==> src/hw/rtl/medt_pkg.sv <==
// Shared types and constants of the mesh edge dedup table.
`timescale 1ns / 1ps

package medt_pkg;

  localparam int EDGE_CAPACITY_DEF = 64;
  localparam int VERTEX_COUNT_DEF  = 1024;
  localparam int VTX_W             = 10;
  localparam int STATUS_W          = 3;

  typedef enum logic [STATUS_W-1:0] {
    ST_INSERTED = 3'd0,
    ST_PRESENT  = 3'd1,
    ST_FULL     = 3'd2,
    ST_LISTED   = 3'd3,
    ST_EMPTY    = 3'd4
  } status_t;

  typedef enum logic {
    CMD_INSERT    = 1'b0,
    CMD_ENUMERATE = 1'b1
  } command_t;

  typedef enum logic [2:0] {
    S_IDLE,
    S_CMP,
    S_DEC,
    S_EMPTY,
    S_ROT
  } state_t;

  // One stored edge as held in a cell of the ring.
  typedef struct packed {
    logic             v;
    logic [VTX_W-1:0] low;
    logic [VTX_W-1:0] high;
  } entry_t;

  // Per-cycle command broadcast to every cell.
  typedef struct packed {
    logic cmp;  // register match and insert-position flags against the key
    logic ins;  // open a slot at the insert position and drop the key in
    logic rot;  // rotate the ring one place towards the head
  } cell_ctrl_t;

endpackage

==> src/hw/rtl/medt_cell.sv <==
// One cell of the edge ring: a stored edge plus its compare flags.
`timescale 1ns / 1ps

module medt_cell
  import medt_pkg::*;
(
  input  logic             clk,
  input  logic             rst_n,
  input  cell_ctrl_t       ctrl_i,
  input  logic [VTX_W-1:0] key_low_i,
  input  logic [VTX_W-1:0] key_high_i,
  input  entry_t           left_i,
  input  logic             left_ge_i,
  input  entry_t           right_i,
  output entry_t           ent_o,
  output logic             ge_o,
  output logic             match_o
);

  logic             v_r, v_nxt;
  logic [VTX_W-1:0] low_r, low_nxt;
  logic [VTX_W-1:0] high_r, high_nxt;
  logic             ge_r, ge_nxt;
  logic             match_r, match_nxt;

  always_comb begin
    v_nxt     = v_r;
    low_nxt   = low_r;
    high_nxt  = high_r;
    ge_nxt    = ge_r;
    match_nxt = match_r;
    if (ctrl_i.cmp) begin
      ge_nxt    = !v_r || (low_r >= key_low_i);
      match_nxt = v_r && (low_r == key_low_i) && (high_r == key_high_i);
    end
    if (ctrl_i.rot) begin
      v_nxt    = right_i.v;
      low_nxt  = right_i.low;
      high_nxt = right_i.high;
    end else if (ctrl_i.ins && ge_r) begin
      // shift right from the insert position; the first shifting cell takes the key
      if (left_ge_i) begin
        v_nxt    = left_i.v;
        low_nxt  = left_i.low;
        high_nxt = left_i.high;
      end else begin
        v_nxt    = 1'b1;
        low_nxt  = key_low_i;
        high_nxt = key_high_i;
      end
    end
  end

  always_ff @(posedge clk) begin
    if (!rst_n) begin
      v_r     <= 1'b0;
      ge_r    <= 1'b0;
      match_r <= 1'b0;
    end else begin
      v_r     <= v_nxt;
      ge_r    <= ge_nxt;
      match_r <= match_nxt;
    end
  end

  always_ff @(posedge clk) begin
    low_r  <= low_nxt;
    high_r <= high_nxt;
  end

  assign ent_o   = '{v: v_r, low: low_r, high: high_r};
  assign ge_o    = ge_r;
  assign match_o = match_r;

endmodule

==> src/hw/rtl/medt_chain.sv <==
// Ring of edge cells kept sorted by low vertex, newest first within a low vertex.
`timescale 1ns / 1ps

module medt_chain
  import medt_pkg::*;
#(
  parameter int EDGE_CAPACITY = EDGE_CAPACITY_DEF
) (
  input  logic             clk,
  input  logic             rst_n,
  input  cell_ctrl_t       ctrl_i,
  input  logic [VTX_W-1:0] key_low_i,
  input  logic [VTX_W-1:0] key_high_i,
  output entry_t           head_o,
  output logic             any_match_o
);

  entry_t                   ent   [EDGE_CAPACITY];
  logic [EDGE_CAPACITY-1:0] ge;
  logic [EDGE_CAPACITY-1:0] match;

  for (genvar i = 0; i < EDGE_CAPACITY; i++) begin : g_cell
    entry_t left_ent;
    logic   left_ge;
    if (i == 0) begin : g_head
      assign left_ent = '0;
      assign left_ge  = 1'b0;
    end else begin : g_body
      assign left_ent = ent[i-1];
      assign left_ge  = ge[i-1];
    end

    medt_cell u_cell (
      .clk        (clk),
      .rst_n      (rst_n),
      .ctrl_i     (ctrl_i),
      .key_low_i  (key_low_i),
      .key_high_i (key_high_i),
      .left_i     (left_ent),
      .left_ge_i  (left_ge),
      .right_i    (ent[(i + 1) % EDGE_CAPACITY]),
      .ent_o      (ent[i]),
      .ge_o       (ge[i]),
      .match_o    (match[i])
    );
  end

  assign head_o      = ent[0];
  assign any_match_o = |match;

endmodule

==> src/hw/rtl/mesh_edge_dedup_table.sv <==
// Top level of the mesh edge dedup table: stream ports, sequencer and result register.
// Insert: accept, parallel compare in every cell, then shift-insert and status; the result
//   is registered once the result register is free, and no new input is taken until then.
// Enumerate: the ring rotates one place a cycle while the result register is free, until
//   every cell is back home; listed edges appear at most one per cycle.
// Reset (rst_n low, synchronous): clears the cell valid bits, edge count and handshakes.
`timescale 1ns / 1ps

module mesh_edge_dedup_table
  import medt_pkg::*;
#(
  parameter int EDGE_CAPACITY = EDGE_CAPACITY_DEF,
  parameter int VERTEX_COUNT  = VERTEX_COUNT_DEF
) (
  input  logic        clk,
  input  logic        rst_n,
  // input channel
  input  logic        in_tvalid,
  output logic        in_tready,
  input  logic [23:0] in_tdata,   // [9:0] vertex_a, [19:10] vertex_b, [23:20] zero
  input  logic [0:0]  in_tuser,   // [0] command
  // result channel
  output logic        out_tvalid,
  input  logic        out_tready,
  output logic [23:0] out_tdata,  // [9:0] edge_low, [19:10] edge_high, [23:20] zero
  output logic [2:0]  out_tuser,  // [2:0] status
  output logic        out_tlast   // last
);

  localparam int CNT_W = $clog2(EDGE_CAPACITY + 1);
  localparam int IDX_W = $clog2(EDGE_CAPACITY);

  state_t           state_r, state_nxt;
  logic [CNT_W-1:0] count_r, count_nxt;
  logic [IDX_W-1:0] step_r, step_nxt;
  logic [VTX_W-1:0] key_low_r, key_low_nxt;
  logic [VTX_W-1:0] key_high_r, key_high_nxt;

  // result register
  logic             out_valid_r, out_valid_nxt;
  status_t          out_status_r, out_status_nxt;
  logic [VTX_W-1:0] out_low_r, out_low_nxt;
  logic [VTX_W-1:0] out_high_r, out_high_nxt;
  logic             out_last_r, out_last_nxt;

  cell_ctrl_t       ctrl;
  entry_t           head;
  logic             any_match;

  logic             in_fire;
  logic             slot_free;
  logic [VTX_W-1:0] vtx_a, vtx_b;
  logic             in_range;
  logic             is_full;

  assign vtx_a     = in_tdata[VTX_W-1:0];
  assign vtx_b     = in_tdata[2*VTX_W-1:VTX_W];
  assign in_range  = (32'(vtx_a) < VERTEX_COUNT) && (32'(vtx_b) < VERTEX_COUNT);
  assign in_tready = (state_r == S_IDLE);
  assign in_fire   = in_tvalid && in_tready;
  // the result register can take a new transaction this cycle
  assign slot_free = !out_valid_r || out_tready;
  assign is_full   = (count_r == CNT_W'(EDGE_CAPACITY));

  medt_chain #(
    .EDGE_CAPACITY (EDGE_CAPACITY)
  ) u_chain (
    .clk         (clk),
    .rst_n       (rst_n),
    .ctrl_i      (ctrl),
    .key_low_i   (key_low_r),
    .key_high_i  (key_high_r),
    .head_o      (head),
    .any_match_o (any_match)
  );

  always_comb begin
    state_nxt      = state_r;
    count_nxt      = count_r;
    step_nxt       = step_r;
    key_low_nxt    = key_low_r;
    key_high_nxt   = key_high_r;
    out_valid_nxt  = out_valid_r && !out_tready;
    out_status_nxt = out_status_r;
    out_low_nxt    = out_low_r;
    out_high_nxt   = out_high_r;
    out_last_nxt   = out_last_r;
    ctrl           = '0;

    unique case (state_r)
      S_IDLE: begin
        if (in_fire) begin
          // order the pair as low/high up front
          key_low_nxt  = (vtx_a < vtx_b) ? vtx_a : vtx_b;
          key_high_nxt = (vtx_a < vtx_b) ? vtx_b : vtx_a;
          step_nxt     = '0;
          if (command_t'(in_tuser[0]) == CMD_ENUMERATE) begin
            state_nxt = (count_r == '0) ? S_EMPTY : S_ROT;
          end else if (in_range) begin
            state_nxt = S_CMP;
          end
          // out-of-range insert: drop silently
        end
      end

      S_CMP: begin
        ctrl.cmp  = 1'b1;
        state_nxt = S_DEC;
      end

      S_DEC: begin
        if (slot_free) begin
          out_valid_nxt = 1'b1;
          out_low_nxt   = key_low_r;
          out_high_nxt  = key_high_r;
          out_last_nxt  = 1'b1;
          if (any_match) begin
            out_status_nxt = ST_PRESENT;
          end else if (is_full) begin
            out_status_nxt = ST_FULL;
          end else begin
            out_status_nxt = ST_INSERTED;
            ctrl.ins       = 1'b1;
            count_nxt      = count_r + CNT_W'(1);
          end
          state_nxt = S_IDLE;
        end
      end

      S_EMPTY: begin
        if (slot_free) begin
          out_valid_nxt  = 1'b1;
          out_status_nxt = ST_EMPTY;
          out_low_nxt    = '0;
          out_high_nxt   = '0;
          out_last_nxt   = 1'b1;
          state_nxt      = S_IDLE;
        end
      end

      S_ROT: begin
        // the head cell holds edge number step_r; the valid ones come out in order
        if (slot_free) begin
          ctrl.rot = 1'b1;
          if (head.v) begin
            out_valid_nxt  = 1'b1;
            out_status_nxt = ST_LISTED;
            out_low_nxt    = head.low;
            out_high_nxt   = head.high;
            out_last_nxt   = ((CNT_W'(step_r) + CNT_W'(1)) == count_r);
          end
          step_nxt = step_r + IDX_W'(1);
          if (step_r == IDX_W'(EDGE_CAPACITY - 1)) begin
            state_nxt = S_IDLE;
          end
        end
      end

      default: state_nxt = S_IDLE;
    endcase
  end

  always_ff @(posedge clk) begin
    if (!rst_n) begin
      state_r     <= S_IDLE;
      count_r     <= '0;
      step_r      <= '0;
      out_valid_r <= 1'b0;
    end else begin
      state_r     <= state_nxt;
      count_r     <= count_nxt;
      step_r      <= step_nxt;
      out_valid_r <= out_valid_nxt;
    end
  end

  always_ff @(posedge clk) begin
    key_low_r    <= key_low_nxt;
    key_high_r   <= key_high_nxt;
    out_status_r <= out_status_nxt;
    out_low_r    <= out_low_nxt;
    out_high_r   <= out_high_nxt;
    out_last_r   <= out_last_nxt;
  end

  assign out_tvalid = out_valid_r;
  assign out_tdata  = {4'b0000, out_high_r, out_low_r};
  assign out_tuser  = out_status_r;
  assign out_tlast  = out_last_r;

  // The edge count never passes the ring length.
  a_count_bound : assert property (@(posedge clk) disable iff (!rst_n)
    count_r <= CNT_W'(EDGE_CAPACITY))
    else $error("edge count beyond capacity");

  // A valid head cell implies at least one stored edge.
  a_head_count : assert property (@(posedge clk) disable iff (!rst_n)
    head.v |-> (count_r != '0))
    else $error("valid cell with empty count");

  // A rotation only runs over a non-empty table.
  a_rot_nonempty : assert property (@(posedge clk) disable iff (!rst_n)
    (state_r == S_ROT) |-> (count_r != '0))
    else $error("rotation with empty table");

  // An insert status bumps the count by exactly one.
  a_insert_count : assert property (@(posedge clk) disable iff (!rst_n)
    (state_r == S_DEC && slot_free && !any_match && !is_full)
      |=> (count_r == $past(count_r) + CNT_W'(1)))
    else $error("insert without count update");

  // The last listed edge of a rotation, where the count is reached, is flagged last.
  a_list_last : assert property (@(posedge clk) disable iff (!rst_n)
    (state_r == S_ROT && slot_free && head.v
      && (CNT_W'(step_r) + CNT_W'(1)) == count_r) |=> out_tlast)
    else $error("last flag missing on final listed edge");

endmodule
==> config.mk <==
export PLATFORM = sky130hd
export DESIGN_NAME = mesh_edge_dedup_table
export DESIGN_NICKNAME = d
export VERILOG_FILES = /design/src/hw/rtl/medt_pkg.sv /design/src/hw/rtl/medt_cell.sv /design/src/hw/rtl/medt_chain.sv /design/src/hw/rtl/mesh_edge_dedup_table.sv
export SDC_FILE = /design/constraint.sdc
export NUM_CORES = 2
export LEC_CHECK = 0
export CORE_MARGIN = 3
export CORE_UTILIZATION = 53
export DETAILED_ROUTE_END_ITERATION = 8
export DONT_BUFFER_PORTS = 1
export GPL_TIMING_DRIVEN = 1
export PLACE_DENSITY_LB_ADDON = 0.25
export SLEW_MARGIN = 20
export SYNTH_ARGS = -nofsm -noshare
export SYNTH_HDL_FRONTEND = slang
export SYNTH_SLANG_ARGS = --single-unit
export TNS_END_PERCENT = 50
==> constraint.sdc <==
create_clock -name clk -period 12.9 [get_ports clk]
set_clock_uncertainty 0.2 [all_clocks]
set_input_delay 3.87 -clock clk [delete_from_list [all_inputs] [get_ports clk]]
set_output_delay 3.87 -clock clk [all_outputs]
set_load 0.005 [all_outputs]
After elaboration in Yosys (flattened, before gate mapping)
Cells that the tools add are included.
{"block": "classes", "add_sub_neg": 3, "n_mul": 0, "n_div": 0, "magnitude_cmp": 65, "eq_ne": 142, "shifts": 0, "mux": 616, "bitwise": 2, "reduce_logical": 402}
{"op": "$mux 10", "count": 391}
{"op": "$eq 10x10->1", "count": 128}
{"op": "$ge 10x10->1", "count": 64}
{"op": "$mux 1", "count": 204}
{"op": "$logic_and 1x1->1", "count": 194}
{"op": "$reduce_bool 2->1", "count": 66}
{"op": "$logic_not 1->1", "count": 66}
{"op": "$logic_or 1x1->1", "count": 65}
{"op": "$reduce_or 64->1", "count": 1}
{"op": "$pmux 10 s3", "count": 2}
{"op": "$mux 3", "count": 11}
{"op": "$mux 6", "count": 2}
{"op": "$pmux 3 s4", "count": 1}
{"op": "$pmux 6 s2", "count": 1}
{"op": "$reduce_and 4->1", "count": 3}
{"op": "$lt 10x10->1", "count": 1}
{"op": "$pmux 3 s3", "count": 1}
{"op": "$ne 2x2->1 const B", "count": 4}
{"op": "$add 6x1->7 const B", "count": 1}
{"op": "$add 7x1->7 const B", "count": 1}
{"op": "$eq 7x7->1", "count": 1}
{"op": "$eq 7x7->1 const B", "count": 1}
{"op": "$logic_not 7->1", "count": 1}
{"op": "$add 6x1->6 const B", "count": 1}
{"op": "14 further kinds", "count": 19}
{"block": "word_totals", "regBits": 1533, "latch_bits": 0, "mem_bits_rw": 0, "mem_bits_ro": 0, "inputBits": 29, "out_inout_bits": 30, "wordCells": 1560, "n_memories": 0}

Longest topological paths before layout
{"block": "logic_depth", "word_depth": 8, "ltp_mapped": 11, "depth_no_buf": 7}

Modules after synthesis
From an unflattened synthesis, not the netlist that was laid out.
{"block": "unflattened", "hier_cells": 9948, "area_unflattened_um2": 99504.2}
{"mod": "medt_cell", "instances": 64, "cells_per_inst": 151, "area_each_um2": 1503.9, "seq_area_each_um2": 660.6}
{"mod": "mesh_edge_dedup_table", "instances": 1, "cells_per_inst": 262, "area_each_um2": 3109.2, "seq_area_each_um2": 1661.6}
{"mod": "medt_chain", "instances": 1, "cells_per_inst": 22, "area_each_um2": 142.6, "seq_area_each_um2": 0.0}

Worst setup path before layout
Ideal clock, no wire load.
{"block": "synth_path", "path_kind": "input port to flip-flop", "start": "input port out_tready", "end": "register u_chain.g_cell[27].u_cell.high_r[0] (enable)", "setup_time_ns": 0.425, "arrival_ns": 6.600, "t_required_ns": 12.275, "path_slack_ns": 5.675, "path_stages": 8, "n_path_buf": 4, "cell_sequence": "nand2b_1 > clkbuf_1 > o211a_1 > buf_2 > clkbuf_1 > buf_1 > nand2_1 > o21ai_0"}
{"block": "synth_between", "elab_chain_cells": 5, "elab_cells_between_ends": 7, "cone_classes": "mux: 4; reduce/logical: 3"}
{"item": "start, declared", "line_no": "mesh_edge_dedup_table.sv:24", "source": "input logic out_tready,"}
{"item": "$logic_or 1x1->1 *", "line_no": "mesh_edge_dedup_table.sv:62", "source": "assign slot_free = !out_valid_r || out_tready;"}
{"item": "$mux 1", "line_no": "mesh_edge_dedup_table.sv:112", "source": "if (slot_free) begin"}
{"item": "$mux 1", "line_no": "mesh_edge_dedup_table.sv:90", "source": "unique case (state_r)"}
{"item": "$logic_and 1x1->1", "line_no": "medt_cell.sv:40", "source": "end else if (ctrl_i.ins && ge_r) begin"}
{"item": "$reduce_bool 2->1 (no source line) *"}
{"item": "end signal, assigned", "line_no": "medt_cell.sv:68", "source": "high_r <= high_nxt;"}
{"item": "end, declared", "line_no": "medt_cell.sv:22", "source": "logic [VTX_W-1:0] high_r, high_nxt;"}
Mark *: on every way between the ends. The rest lies on a longest branch, timed or not.
A chain may end at the register's enable or synchronous reset.

Worst setup path after layout
{"block": "layout_path", "start": "input port out_tready", "end": "register u_chain.g_cell[24].u_cell.high_r[7] (enable)"}
{"block": "layout_between", "elab_chain_cells": 5, "elab_cells_between_ends": 7, "cone_classes": "mux: 4; reduce/logical: 3"}
{"item": "$logic_or 1x1->1 *", "line_no": "mesh_edge_dedup_table.sv:62"}
{"item": "$mux 1", "line_no": "mesh_edge_dedup_table.sv:112"}
{"item": "$mux 1", "line_no": "mesh_edge_dedup_table.sv:90"}
{"item": "$logic_and 1x1->1", "line_no": "medt_cell.sv:40"}
{"item": "$reduce_bool 2->1 (no source line) *"}
{"item": "end signal, assigned", "line_no": "medt_cell.sv:68"}
{"item": "end, declared", "line_no": "medt_cell.sv:22"}
Marks and branches as above.

==> flow_summary_export.csv <==
group,metric,value,unit
run_status,status,"finished clean",
clock_network,clock_path_buffers,3,
setup_path,cpMostUsedCell,"buf_4",
pwr,pwr_density_cell,131,nW/µm²
sta,period_needed,6940,ps
yosys,synthesis.area,97900,µm²
setup_path,cp_num_buf_inv,2,
route,drt_iter0_drc,7507,
pwr,vdd_drop_max,118,µV
yosys,yosysTopAreaCell,"edfxtp_1",
yosys,syn_inst,9613,
setup_path,rr_startpoint,"u_chain.g_cell[42].u_cell.match_o",
sta,setup_tns,0,ps
route,drt-pass1-iter-count,8,
yosys,yosys.cell_types.count,58,
sta,post-route-period-util,53.8,%
clock_network,cts_tree,"built",
floorplan,die_area,190000,µm²
sta,setup_violations,0,
global_routing,antenna_found_initial,4,
pwr,leakage,0.0342,µW
floorplan,die_h,436,µm
route,vias,74500,
setup_path,worst-path-max-fanout,74,
yosys,synth_area_leaders,"edfxtp_1, mux2i_1, ha_1",
min_path,min_to,"u_chain.g_cell[46].u_cell.match_o",
floorplan,core,183000,µm²
floorplan,io_pins,59,
yosys,ys.flop_type,"edfxtp_1",
yosys,ys_seq_area_share,44.9,%
global_routing,grt_pass1_wl,438000,µm
yosys,avgSynthCellArea,10.2,µm²
setup_path,cp.arrival,7240,ps
layout,fin_nets,9868,
min_path,hold_path.class,"reg -> reg",
setup_path,cp.required,13200,ps
setup_path,max_stage_delay,860,ps
place,gp_congestion,0.869,
setup_path,slowest_stage,"o211a_4",
global_routing,track_usage,29.0,%
yosys,synth_edf_count,1324,
clock_network,cts-root-buf,"clkbuf_16",
setup_path,start_kind,"input port",
yosys,synth_top_area_share,40.6,%
floorplan,rows,157,
layout,n_fill_cell,15700,
clock_network,path_clk_slew,60,ps
sta,worst_pin_slew,1160,ps
yosys,synth.most_common_cell,"nand2_1",
route,drt-total-wl,284000,µm
sta,maxSlewViolCount,0,
clock_network,holdBufCountCts,0,
clock_network,cts_buffers,174,
route,avgViaCountPerCell,6.31,
yosys,synth_commonest_cells,"nand2_1, o21ai_0, edfxtp_1",
route,wl_per_cell,24.1,µm
floorplan,initial_core_util,53.4,%
layout,multi_input_area,50400,µm²
global_routing,grt_max_degree,281,
layout,synthToLayoutAreaGrowth,7.57,%
global_routing,grt_pass1_vias,74000,
route,ant_nets,0,
sta,slew_headroom,22.3,%
min_path,hp-start,"u_chain.g_cell[46].u_cell.match_o",
sta,finalHoldViolations,0,
sta,max_freq,0.144,GHz
min_path,worstHoldPathCells,2,
clock_network,clock_latency,830,ps
clock_network,cts_resized,0,
place,dp_hpwl,195000,µm
setup_path,worstSetupPathType,"in -> reg",
setup_path,cp_cell_sequence,"nand2b_1 > o211a_4 > buf_4 > nand2_1 > o21ai_1 > buf_4",
global_routing,overflow,0,
place,port_buffers,0,
layout,layout-drive-gt1-share,7.47,%
sta,rsz0062_at_grt,"no",
setup_path,rrSetupSlack,7850,ps
yosys,ys_warn_count,0,
setup_path,crit-reg2reg-capture,"u_chain.g_cell[24].u_cell.high_r[7]",
pwr,power.total,13800,µW
clock_network,clkSinkCount,1533,
setup_path,cpLargestDelayFamily,"compound AO/OA/AOI/OAI gates",
yosys,ys_ff_latch,1533,
route,drc,0,
yosys,synthArstFlopShare,0,%
setup_path,ff2ff_path_depth,6,
clock_network,htreeDepth,4,
layout,seqCellArea,43900,µm²
flow_run,drv_cap,0,
floorplan,die_w,436,µm
clock_network,post_cts_buffers,0,
setup_path,worstSetupEndpointType,"flip-flop",
## power breakdown
group / internal (µW) / leakage (µW) / switching (µW)
clock: 2930 / 0.00285 / 2140
sequential: 5790 / 0.0137 / 225
combinational: 1060 / 0.0177 / 1700
total: 9790 / 0.0342 / 4060
## metrics by stage
step	hold slack [ps]	utilization, %	instance area (µm²)	cells	worst slack, ps
floorplan	232	-	98000	9616	5680
global placement	242	54.3	99500	11500	5200
detailed placement	246	54.3	99600	11500	5130
CTS	254	57.4	105000	11800	6020
global route	270	57.4	105000	11800	5810
finish	256	57.4	105000	11800	5960
## metal layers
metal | track usage, % | part of all wire (%) | vias to the layer above | wire, µm
li1 | - | - | 34500 | -
met1 | 38.7 | 42 | 36500 | 120000
met2 | 47.3 | 47 | 2905 | 133000
met3 | 4.36 | 6.8 | 608 | 19400
met4 | 12.1 | 4.3 | 6 | 12200
met5 | 0 | 0.015 | - | 44
## flip-flops by register name, summed over array words and instances, names as in the netlist, 6 cells and up
name,count
u_chain.g_cell.u_cell.high_r,640
u_chain.g_cell.u_cell.low_r,640
u_chain.g_cell.u_cell.ge_o,64
u_chain.g_cell.u_cell.match_o,64
u_chain.g_cell.u_cell.v_r,64
key_high_r,10
key_low_r,10
out_high_r,10
out_low_r,10
count_r,7
step_r,6
## layout by cell type, fill, tap and decap left out, drive strengths merged, types with 21 or more instances in the layout
cell	n
buf	214
nor2b	109
dfxtp	209
nand4b	21
nand3	77
a32o	62
nand4	324
nor3b	47
a21o	89
ha	652
nand2b	68
o21ai	1430
mux2i	1262
o211ai	46
xnor2	321
nand2	1514
a21oi	270
nor2	137
inv	101
or2	42
a31o	62
edfxtp	1324
clkbuf	227
xor2	327
nor4	151
clkinv	69
o221a	63
## worst reg2reg max path, stage by stage, from the launching register on
cell	delay [ps]
dfxtp_1	320
nor4_1	920
nand4_1	660
or4_4	1090
buf_4	450
o21ai_1	720
buf_4	370
## how the worst max path moves through the flow
| stage | to | from | cells past startpoint |
|---|---|---|---|
| floorplan | u_chain.g_cell[27].u_cell.high_r[0] | out_tready | 8 |
| global placement | u_chain.g_cell[16].u_cell.high_r[0] | out_tready | 6 |
| detailed placement | u_chain.g_cell[16].u_cell.high_r[7] | out_tready | 6 |
| CTS | u_chain.g_cell[16].u_cell.high_r[7] | out_tready | 6 |
| global route | u_chain.g_cell[16].u_cell.high_r[7] | out_tready | 6 |
| finish | u_chain.g_cell[24].u_cell.high_r[7] | out_tready | 6 |
## area by class of cell
type,instances,share of cell area [%]
antenna,2,0.00475
clock inverter,103,0.919
sequential,1533,41.7
multi-input combinational,7177,47.8
inverter,87,0.334
tap,2464,2.93
clock buffer,227,4.56
timing repair buffer,214,1.74
## cells by family after synthesis
kind of cell,Yosys count,share of synthesized area [%]
flops,1533,44.9
other cells,1,0.00383
simple gates,2507,11.9
buf+inv,906,3.82
mux,1282,13.1
fa+ha+maj,652,8.33
xor+xnor,648,5.79
compound gates,2084,12.2
No activity file was read; power rests on OpenSTA's default activity.
